## config.mk

```make
export PLATFORM = sky130hd
export DESIGN_NAME = ansi_text_terminal_controller
export DESIGN_NICKNAME = d
export VERILOG_FILES = /design/src/rtl/attc_pkg.sv /design/src/rtl/attc_core.sv /design/src/rtl/attc_fifo.sv /design/src/rtl/ansi_text_terminal_controller.sv
export SDC_FILE = /design/constraint.sdc
export NUM_CORES = 2
export LEC_CHECK = 0
export ABC_AREA = 1
export BUFFER_PORTS_ARGS = -buffer_cell sky130_fd_sc_hd__buf_2
export CAP_MARGIN = 20
export CORE_MARGIN = 5
export CORE_UTILIZATION = 42
export CTS_CLUSTER_SIZE = 30
export DETAILED_ROUTE_END_ITERATION = 10
export GPL_TIMING_DRIVEN = 0
export PLACE_DENSITY_LB_ADDON = 0.25
export SKIP_LAST_GASP = 1
export SLEW_MARGIN = 5
export SYNTH_ARGS = -nofsm -noshare
export SYNTH_HDL_FRONTEND = slang
export SYNTH_SLANG_ARGS = --single-unit
```

## constraint.sdc

```tcl
create_clock -name clk_i -period 7.7 [get_ports clk_i]
set_input_delay 0.385 -clock clk_i [delete_from_list [all_inputs] [get_ports clk_i]]
set_output_delay 0.385 -clock clk_i [all_outputs]
set_load 0.1 [all_outputs]
```

## src/rtl/attc_pkg.sv

```systemverilog
// Shared types, constants and color palette of the ANSI text terminal controller.
package attc_pkg;

  // Result queue geometry
  localparam int unsigned FifoDepth = 8;
  localparam int unsigned FifoPtrW  = $clog2(FifoDepth);

  // Character codes
  localparam logic [7:0] ChEsc   = 8'h1B;
  localparam logic [7:0] ChNl    = 8'h0A;
  localparam logic [7:0] ChBs    = 8'h08;
  localparam logic [7:0] ChSpace = 8'h20;
  localparam logic [7:0] ChLbr   = 8'h5B;
  localparam logic [7:0] ChSemi  = 8'h3B;
  localparam logic [7:0] ChH     = 8'h48;
  localparam logic [7:0] ChM     = 8'h6D;
  localparam logic [7:0] Ch0     = 8'h30;
  localparam logic [7:0] Ch9     = 8'h39;
  localparam logic [7:0] ChUpA   = 8'h41;
  localparam logic [7:0] ChUpZ   = 8'h5A;
  localparam logic [7:0] ChLoA   = 8'h61;
  localparam logic [7:0] ChLoZ   = 8'h7A;

  // Command codes
  localparam logic CmdDraw   = 1'b0;
  localparam logic CmdScroll = 1'b1;

  // Configuration register indexes and reset values
  localparam logic       CfgColumns    = 1'b0;
  localparam logic       CfgRows       = 1'b1;
  localparam logic [8:0] ColumnsReset  = 9'd80;
  localparam logic [8:0] RowsReset     = 9'd25;

  // SGR argument codes
  localparam logic [9:0] ArgSat    = 10'd999;
  localparam logic [9:0] SgrReset  = 10'd0;
  localparam logic [9:0] SgrForeLo = 10'd30;
  localparam logic [9:0] SgrForeHi = 10'd37;
  localparam logic [9:0] SgrBackLo = 10'd40;
  localparam logic [9:0] SgrBackHi = 10'd47;

  typedef logic [31:0] color_t;

  localparam color_t ColorBlack = 32'hFF1E1E2E;
  localparam color_t ColorWhite = 32'hFFCDD6F4;

  typedef struct packed {
    color_t fore;
    color_t back;
  } colors_t;

  typedef struct packed {
    logic [8:0] columns;
    logic [8:0] rows;
  } cfg_t;

  typedef struct packed {
    logic       cmd;
    logic [7:0] col;
    logic [7:0] row;
    logic [7:0] glyph;
    color_t     fore;
    color_t     back;
    logic       last;
  } result_t;

  // Results of one byte: n is 0, 1 or 2; r0 comes first.
  typedef struct packed {
    logic [1:0] n;
    result_t    r0;
    result_t    r1;
  } push_t;

  function automatic color_t palette(input logic [2:0] idx);
    color_t c;
    case (idx)
      3'd0:    c = 32'hFF1E1E2E;
      3'd1:    c = 32'hFFF38BA8;
      3'd2:    c = 32'hFFA6E3A1;
      3'd3:    c = 32'hFFF9E2AF;
      3'd4:    c = 32'hFF89B4FA;
      3'd5:    c = 32'hFFCBA6F7;
      3'd6:    c = 32'hFF94E2D5;
      default: c = 32'hFFCDD6F4;
    endcase
    return c;
  endfunction

  // One SGR argument applied to the pending colors.
  function automatic colors_t apply_arg(input logic [9:0] v, input colors_t cur);
    colors_t    r;
    logic [2:0] off;
    r   = cur;
    off = '0;
    if (v == SgrReset) begin
      r.fore = ColorWhite;
      r.back = ColorBlack;
    end else if (v >= SgrForeLo && v <= SgrForeHi) begin
      off    = 3'(v - SgrForeLo);
      r.fore = palette(off);
    end else if (v >= SgrBackLo && v <= SgrBackHi) begin
      off    = 3'(v - SgrBackLo);
      r.back = palette(off);
    end
    return r;
  endfunction

endpackage

```

## src/rtl/attc_core.sv

```systemverilog
// Terminal state and escape parser: one byte in, up to two commands out per cycle.
module attc_core #(
  parameter int MAX_ARGS = 16,
  parameter int MAX_COLS = 256,
  parameter int MAX_ROWS = 256
) (
  input  logic                clk_i,
  input  logic                rst_ni,
  input  logic                vld_i,
  input  logic [7:0]          byte_i,
  input  attc_pkg::cfg_t      cfg_i,
  output attc_pkg::push_t     push_o
);

  localparam int ArgCntW = $clog2(MAX_ARGS);
  localparam logic [ArgCntW-1:0] ArgCntLast = ArgCntW'(MAX_ARGS - 1);
  localparam logic [8:0] MaxColsW = 9'(MAX_COLS);
  localparam logic [8:0] MaxRowsW = 9'(MAX_ROWS);

  typedef enum logic [1:0] {PhIdle, PhEsc, PhArgs, PhIgnore} phase_e;

  phase_e            phase_q, phase_d;
  logic [7:0]        col_q, col_d, row_q, row_d;
  attc_pkg::colors_t now_q, now_d, pend_q, pend_d;
  logic [ArgCntW-1:0] cnt_q, cnt_d;
  logic [9:0]        arg_q, arg_d;

  logic [8:0]  nc, nr, y;
  logic        wrap, letter, digit, at_end;
  logic [7:0]  nl_row, col_m;
  logic [13:0] arg_x;
  logic [3:0]  dig;
  attc_pkg::colors_t applied;
  attc_pkg::result_t draw_r, scroll_r;

  // clamp screen size to 1..MAX
  always_comb begin
    nc = (cfg_i.columns == 9'd0) ? 9'd1 :
         (cfg_i.columns > MaxColsW) ? MaxColsW : cfg_i.columns;
    nr = (cfg_i.rows == 9'd0) ? 9'd1 :
         (cfg_i.rows > MaxRowsW) ? MaxRowsW : cfg_i.rows;
  end

  assign y      = {1'b0, row_q} + 9'd1;
  assign wrap   = (y >= nr);
  assign nl_row = wrap ? 8'(nr - 9'd1) : y[7:0];
  assign at_end = (({1'b0, col_q} + 9'd1) >= nc);
  assign col_m  = (col_q == 8'd0) ? 8'd0 : col_q - 8'd1;

  assign letter = (byte_i >= attc_pkg::ChUpA && byte_i <= attc_pkg::ChUpZ) ||
                  (byte_i >= attc_pkg::ChLoA && byte_i <= attc_pkg::ChLoZ);
  assign digit  = (byte_i >= attc_pkg::Ch0 && byte_i <= attc_pkg::Ch9);
  assign dig    = 4'(byte_i - attc_pkg::Ch0);
  assign arg_x  = 14'({arg_q, 3'b000}) + 14'({arg_q, 1'b0}) + 14'(dig);
  assign applied = attc_pkg::apply_arg(arg_q, pend_q);

  always_comb begin
    draw_r       = '0;
    draw_r.cmd   = attc_pkg::CmdDraw;
    draw_r.col   = col_q;
    draw_r.row   = row_q;
    draw_r.glyph = byte_i;
    draw_r.fore  = now_q.fore;
    draw_r.back  = now_q.back;
    scroll_r      = '0;
    scroll_r.cmd  = attc_pkg::CmdScroll;
    scroll_r.fore = now_q.fore;
    scroll_r.back = now_q.back;
    scroll_r.last = 1'b1;
  end

  always_comb begin
    phase_d = phase_q;
    col_d   = col_q;
    row_d   = row_q;
    now_d   = now_q;
    pend_d  = pend_q;
    cnt_d   = cnt_q;
    arg_d   = arg_q;
    push_o  = '0;
    if (vld_i) begin
      if (byte_i == attc_pkg::ChEsc) begin
        phase_d = PhEsc;
        cnt_d   = '0;
        arg_d   = '0;
        pend_d  = now_q;
      end else begin
        case (phase_q)
          PhIdle: begin
            if (byte_i == attc_pkg::ChNl) begin
              col_d = 8'd0;
              row_d = nl_row;
              if (wrap) begin
                push_o.n  = 2'd1;
                push_o.r0 = scroll_r;
              end
            end else if (byte_i == attc_pkg::ChBs) begin
              col_d        = col_m;
              push_o.n     = 2'd1;
              push_o.r0    = draw_r;
              push_o.r0.col   = col_m;
              push_o.r0.glyph = attc_pkg::ChSpace;
              push_o.r0.last  = 1'b1;
            end else begin
              push_o.r0 = draw_r;
              if (at_end) begin
                col_d = 8'd0;
                row_d = nl_row;
                if (wrap) begin
                  push_o.n  = 2'd2;
                  push_o.r1 = scroll_r;
                end else begin
                  push_o.n       = 2'd1;
                  push_o.r0.last = 1'b1;
                end
              end else begin
                col_d          = col_q + 8'd1;
                push_o.n       = 2'd1;
                push_o.r0.last = 1'b1;
              end
            end
          end
          PhEsc: begin
            if (letter)                       phase_d = PhIdle;
            else if (byte_i == attc_pkg::ChLbr) phase_d = PhArgs;
            else                              phase_d = PhIgnore;
          end
          PhArgs: begin
            if (letter) begin
              if (byte_i == attc_pkg::ChH) begin
                col_d = 8'd0;
                row_d = 8'd0;
              end else if (byte_i == attc_pkg::ChM) begin
                pend_d = applied;
                now_d  = applied;
              end
              phase_d = PhIdle;
            end else if (byte_i == attc_pkg::ChSemi) begin
              if (cnt_q >= ArgCntLast) begin
                phase_d = PhIgnore;
              end else begin
                pend_d = applied;
                cnt_d  = cnt_q + ArgCntW'(1);
                arg_d  = '0;
              end
            end else if (digit) begin
              arg_d = (arg_x > 14'(attc_pkg::ArgSat)) ? attc_pkg::ArgSat : arg_x[9:0];
            end
          end
          PhIgnore: begin
            if (letter) phase_d = PhIdle;
          end
          default: phase_d = PhIdle;
        endcase
      end
    end
  end

  always_ff @(posedge clk_i or negedge rst_ni) begin
    if (!rst_ni) begin
      phase_q <= PhIdle;
      col_q   <= '0;
      row_q   <= '0;
      now_q   <= '{fore: attc_pkg::ColorWhite, back: attc_pkg::ColorBlack};
      pend_q  <= '{fore: attc_pkg::ColorWhite, back: attc_pkg::ColorBlack};
      cnt_q   <= '0;
      arg_q   <= '0;
    end else begin
      phase_q <= phase_d;
      col_q   <= col_d;
      row_q   <= row_d;
      now_q   <= now_d;
      pend_q  <= pend_d;
      cnt_q   <= cnt_d;
      arg_q   <= arg_d;
    end
  end

endmodule

```

## src/rtl/attc_fifo.sv

```systemverilog
// Result queue: up to two commands in and, while ready, one beat out per cycle.
module attc_fifo (
  input  logic              clk_i,
  input  logic              rst_ni,
  input  attc_pkg::push_t   push_i,
  output logic              m_tvalid_o,
  input  logic              m_tready_i,
  output attc_pkg::result_t head_o,
  output logic              room_o
);

  localparam int PtrW = attc_pkg::FifoPtrW;

  attc_pkg::result_t mem_q [attc_pkg::FifoDepth];
  logic [PtrW-1:0]   wr_q, wr_d, rd_q, rd_d;
  logic [PtrW:0]     cnt_q, cnt_d;
  logic              pop;

  assign m_tvalid_o = (cnt_q != '0);
  assign head_o     = mem_q[rd_q];
  assign pop        = m_tvalid_o && m_tready_i;
  // room for the byte in the input register plus one more
  assign room_o     = (cnt_q <= (PtrW+1)'(attc_pkg::FifoDepth - 4));

  assign wr_d  = wr_q + PtrW'(push_i.n);
  assign rd_d  = rd_q + PtrW'(pop);
  assign cnt_d = cnt_q + (PtrW+1)'(push_i.n) - (PtrW+1)'(pop);

  always_ff @(posedge clk_i) begin
    if (push_i.n != 2'd0) mem_q[wr_q] <= push_i.r0;
    if (push_i.n == 2'd2) mem_q[wr_q + PtrW'(1)] <= push_i.r1;
  end

  always_ff @(posedge clk_i or negedge rst_ni) begin
    if (!rst_ni) begin
      wr_q  <= '0;
      rd_q  <= '0;
      cnt_q <= '0;
    end else begin
      wr_q  <= wr_d;
      rd_q  <= rd_d;
      cnt_q <= cnt_d;
    end
  end

endmodule

```

## src/rtl/ansi_text_terminal_controller.sv

```systemverilog
// Top level of the ANSI text terminal controller: config, input register, core, result queue.
//
//  channel   dir  handshake                    payload
//  s_axis    in   s_axis_tvalid/s_axis_tready  tdata[7:0] char_byte
//  m_axis    out  m_axis_tvalid/m_axis_tready  tdata[87:0] cell fields + colors,
//                                              tuser command, tlast last_of_run
//  cfg       in   cfg_we_i (no stall)          cfg_index_i, cfg_data_i
//
//  A byte is registered on accept and processed in the next cycle; its commands
//  are written into the result queue, whose head drives m_axis. One byte per cycle
//  is taken while s_axis_tready is high; a byte that draws at the last cell of the last row
//  yields two beats, so the rate there is bounded by the single output port.
//  s_axis_tready drops when the result queue has fewer than four free entries.
//  Reset (rst_ni low, asynchronous) homes the cursor, sets white on black,
//  leaves the parser idle, and loads columns=80, rows=25.
module ansi_text_terminal_controller #(
  parameter int MAX_ARGS = 16,
  parameter int MAX_COLS = 256,
  parameter int MAX_ROWS = 256
) (
  input  logic        clk_i,
  input  logic        rst_ni,
  // configuration write port
  input  logic        cfg_we_i,
  input  logic        cfg_index_i,
  input  logic [8:0]  cfg_data_i,
  // byte input; tdata: [7:0] char_byte
  input  logic        s_axis_tvalid,
  output logic        s_axis_tready,
  input  logic [7:0]  s_axis_tdata,
  // command output; tdata: [7:0] cell_column, [15:8] cell_row, [23:16] glyph_code,
  // [55:24] fore_color, [87:56] back_color; tuser: [0] command
  output logic        m_axis_tvalid,
  input  logic        m_axis_tready,
  output logic [87:0] m_axis_tdata,
  output logic        m_axis_tuser,
  output logic        m_axis_tlast
);

  attc_pkg::cfg_t    cfg_q;
  logic              in_vld_q;
  logic [7:0]        in_byte_q;
  attc_pkg::push_t   push;
  attc_pkg::result_t head;
  logic              room;

  assign s_axis_tready = room;

  // screen size registers; to be written by the user only while idle, not enforced here
  always_ff @(posedge clk_i or negedge rst_ni) begin
    if (!rst_ni) begin
      cfg_q.columns <= attc_pkg::ColumnsReset;
      cfg_q.rows    <= attc_pkg::RowsReset;
    end else if (cfg_we_i) begin
      case (cfg_index_i)
        attc_pkg::CfgColumns: cfg_q.columns <= cfg_data_i;
        attc_pkg::CfgRows:    cfg_q.rows    <= cfg_data_i;
        default: ;
      endcase
    end
  end

  // input register: one beat per cycle while s_axis_tready is high
  always_ff @(posedge clk_i or negedge rst_ni) begin
    if (!rst_ni) begin
      in_vld_q <= 1'b0;
    end else begin
      in_vld_q <= s_axis_tvalid && s_axis_tready;
    end
  end

  always_ff @(posedge clk_i) begin
    if (s_axis_tvalid && s_axis_tready) in_byte_q <= s_axis_tdata;
  end

  attc_core #(
    .MAX_ARGS (MAX_ARGS),
    .MAX_COLS (MAX_COLS),
    .MAX_ROWS (MAX_ROWS)
  ) u_core (
    .clk_i  (clk_i),
    .rst_ni (rst_ni),
    .vld_i  (in_vld_q),
    .byte_i (in_byte_q),
    .cfg_i  (cfg_q),
    .push_o (push)
  );

  attc_fifo u_fifo (
    .clk_i      (clk_i),
    .rst_ni     (rst_ni),
    .push_i     (push),
    .m_tvalid_o (m_axis_tvalid),
    .m_tready_i (m_axis_tready),
    .head_o     (head),
    .room_o     (room)
  );

  assign m_axis_tdata = {head.back, head.fore, head.glyph, head.row, head.col};
  assign m_axis_tuser = head.cmd;
  assign m_axis_tlast = head.last;

endmodule

```

==> metrics.md <==
| Metric | Value |
|---|---|
| Pre-CTS setup slack | 2.494 ns |
| I/O Buffers | 114 |
| Commonest cells post-synth | nand2_1, nor2_1, o21ai_0, a21oi_1, edfxtp_1 |
| R2R cell count | 19 |
| Area contributors post-synth | edfxtp_1, dfxtp_1, o21ai_0 |
| CP Launch Type | register |
| H-tree depth | 3 |
| Top-area cell type share of the netlist area | 0.3579 |
| Syn Nets | 5300 |
| GRT overflow | 0 |
| Critical path class | reg2out |
| Critical path buffers and inverters | 6 |
| Number of global-route vias before repair | ~37000 |
| Internal | 10420 µW |
| FILL cells | 10150 |
| Slowest-stage cell, CP | clkbuf_2 |
| Clock Path Buffers | 3 |
| Horiz. Die Dim | 337.2 µm |
| Hold_sp | cfg_data_i[1] |
| CP dominant cell by count | clkbuf_1 |
| Min-Delay Path Class | in2reg |
| Mapped cell area | 44980 µm² |
| Required time worst endpoint | 7.32 ns |
| Seq cells post-synth | 917 |
| CP Cell Sequence | clkbuf_1 > buf_8 > clkinv_1 > clkbuf_2 > clkbuf_1 > nor2_1 > o21ai_0 > a31oi_1 > buf_2 |
| Worst Tran Pin Value | 1.199 ns |
| Sequential area share after synthesis | 0.5510 |
| RePlAce Congestion | 0.9463 |
| Min Tclk post-route | 5.606 ns |
| Wire per inst | around 22 µm |
| Final WL | 154.8 mm |
| Starting Density | 0.4213 |
| Critical path arrival | around 5.2 ns |
| Die Ht | 337.2 µm |
| Syn. warnings | 0 |
| Clk pwr share | 0.236 |
| Setup TNS | 0 ns |
| Register share of total power | 0.297 |
| Final setup viols | 0 |
| Worst r2r src | u_core.col_q[2] |
| TritonCTS clock tree | done |
| FFs w/ async S/R, synth | 0.2061 |
| 1st-pass router iterations | 6 |
| Final Worst Setup Slack | 2.094 ns |
| Post-Syn Instances | between 5000 and 6000 |
| Final net count | 5547 |
| Slew Limit Headroom | 0.1960 |
| CTS Buf Count | 101 |
| Lkg Pwr | 0.01954 µW |
| Most common cell in the netlist | nand2_1 |
| CP startpoint | u_fifo.rd_q[1] |
| GRT Overall Usage | 0.2647 |
| Via Count | between 30000 and 40000 |
| Detail Placement HPWL | 108.3 mm |
| Prevailing post-synth register cell | edfxtp_1 |
| Instance count on the critical path | 9 |
| Endpoints failing hold | 0 |
| Die ar. | 113700 µm² |
| Syn avg cell area | 8.619 µm² |
| Post-synth EDFFs | 536 |
| Worst-skew pair later-pin latency | 0.71 ns |
| Core area | around 110000 µm² |
| Crit path max-delay family | buffers and inverters |
| Max-cap violation count | 0 |
| Share of layout cells above drive strength 1 | 0.1093 |
| Synth cell types | 49 |
| Worst-case clock skew | between 0.03 and 0.04 ns |
| Peak supply drop | between 500 and 600 µV |
| Max Clk Rate | about 180 MHz |
| Power Density | a little over 400 nW/µm² |
| Unrepaired setup endpoints after global routing | false |
| Residual DRC | 0 |
| Final period utilization | 0.7280 |
| Switching share of total power | 0.4924 |
| Antenna viol nets, final | 0 |
| Row cnt | between 100 and 150 |
| CP Max Fanout | 10 |
| Clk root buf | clkbuf_16 |
| Initial DRC Count | ~4600 |
| Clock Pin Slew Worst Setup and Hold Paths | approximately 0.060 ns |
| Initial antenna violation count | 9 |
| Post_cts resized | 0 |
| Maximum number of pins on one net before global-route repair | 103 |
| Post-synth top area cell | edfxtp_1 |
| First-pass GRT wire length | 229.5 mm |
| NetSw | 10110 µW |
| Outcome | completed |
| Comb power frac | 0.467 |
| Ports | around 120 |
| Via density | between 5 and 6 |
| Setup crit end kind | output port |
| Final Max Slew Viols | 0 |
| TritonCTS Sinks | 917 |
| R2r setup slk | approximately 2.4 ns |
| Largest stage delay on the critical path | 0.74 ns |
| Hold path cells | 3 |
| Area Growth Syn to Fin | 13.52% |
==> per-stage QoR <==
step | power [µW] | area, µm² | hold slack, ns | util | instances
floorplan | 13020 | 44980 | 0.08941 | - | 5218
global placement | 15570 | 47300 | 0.4559 | 0.4431 | 6735
detailed placement | 15660 | 47610 | 0.4121 | 0.4460 | 6748
CTS | 20450 | 51050 | 0.004176 | 0.4782 | 6955
global route | 21410 | 51050 | 0.01918 | 0.4782 | 6956
finish | 20540 | 51060 | 0.01882 | 0.4783 | 6958
==> logic make-up (layout without fill, tap and decap cells) <==
family | count (synthesis) | in the layout | synth area share
adders and majority gates | 59 | 59 | 0.01708
xor gates and xnor gates | 24 | 24 | 0.004674
other | 0 | 3 | 0
AOI/OAI and AO/OA | 1551 | 1551 | 0.1790
DFF | 917 | 917 | 0.5510
and+or+nand+nor | 1905 | 1905 | 0.1713
buffers and inverters | 762 | 1096 | 0.07684
==> timing repair <==
| item | CTS | global route |
|---|---|---|
| endpoints found under the setup margin | 0 | 0 |
| hold endpoints to repair | 69 | 0 |
| hold buffers | 17 | 0 |
| setup buffers | 0 | 0 |
==> area by class of cell <==
| type | instances | area [µm²] | area share |
|---|---|---|---|
| Sequential cell | 917 | 24780 | 0.4854 |
| Multi-Input combinational cell | 3539 | 16800 | 0.3290 |
| Clock buffer | 146 | 2878 | 0.05637 |
| Buffer | 376 | 2008 | 0.03933 |
| Tap cell | 1403 | 1755 | 0.03438 |
| Inverter | 386 | 1451 | 0.02843 |
| Timing Repair Buffer | 144 | 987.2 | 0.01934 |
| Clock inverter | 44 | 387.9 | 0.007597 |
| Antenna cell | 3 | 7.507 | 0.0001470 |
==> placed cells by master (no fill, tap or decap), drive strengths merged, types with 89 or more instances in the layout <==
| cell | Yosys | final |
|---|---|---|
| nand3 | 132 | 132 |
| nor2 | 789 | 789 |
| clkinv | 57 | 89 |
| dfxtp | 192 | 192 |
| dfrtp | 98 | 98 |
| nand2 | 912 | 912 |
| o21ai | 747 | 747 |
| edfxtp | 536 | 536 |
| buf | 208 | 335 |
| a21oi | 597 | 597 |
| clkbuf | 168 | 314 |
| a31oi | 91 | 91 |
| dfstp | 91 | 91 |
| o22ai | 94 | 94 |
| inv | 329 | 335 |
==> power by group through the flow <==
stage	Sequential [µW]	Clock [µW]	Combinational, µW
floorplan	6120	0	6910
global placement	6200	0	9370
detailed placement	6190	0	9470
CTS	6100	4850	9500
global route	6160	5060	10200
finish	6110	4840	9590
==> tightest hold or removal path: stages <==
cell and delay, ns:
buf_2 0.10, inv_1 0.09, o21ai_0 0.09
==> metal layers <==
metal | up-vias | wire length, µm | track usage
met5 | - | 27 | 0
met3 | 254 | 14770 | 0.04953
met1 | 19050 | 65350 | 0.3705
met2 | 1710 | 69530 | 0.4173
met4 | 4 | 5073 | 0.08722
li1 | 18150 | - | -
==> registers in the layout, summed over array words and instances, names as in the netlist <==
name	flops
in_vld_q	1
u_core.cnt_q	4
u_core.row_q	8
u_core.col_q	8
u_core.arg_q	10
u_core.draw_r	64
u_fifo.cnt_q	4
cfg_q	18
u_core.pend_q	64
u_fifo.rd_q	3
u_fifo.mem_q	720
u_core.phase_q	2
in_byte_q	8
u_fifo.wr_q	3
==> worst paths after layout <==
path	endpoint
worst max-delay path	m_axis_tdata[53]
min in group asynchronous	cfg_q[2]
max in group asynchronous	u_core.pend_q[52]
worst min register to register	u_core.pend_q[50]
worst min-delay path	cfg_q[10]
worst max register to register	u_fifo.mem_q[1][34]
Note: power is estimated with default switching activity, not from simulation.
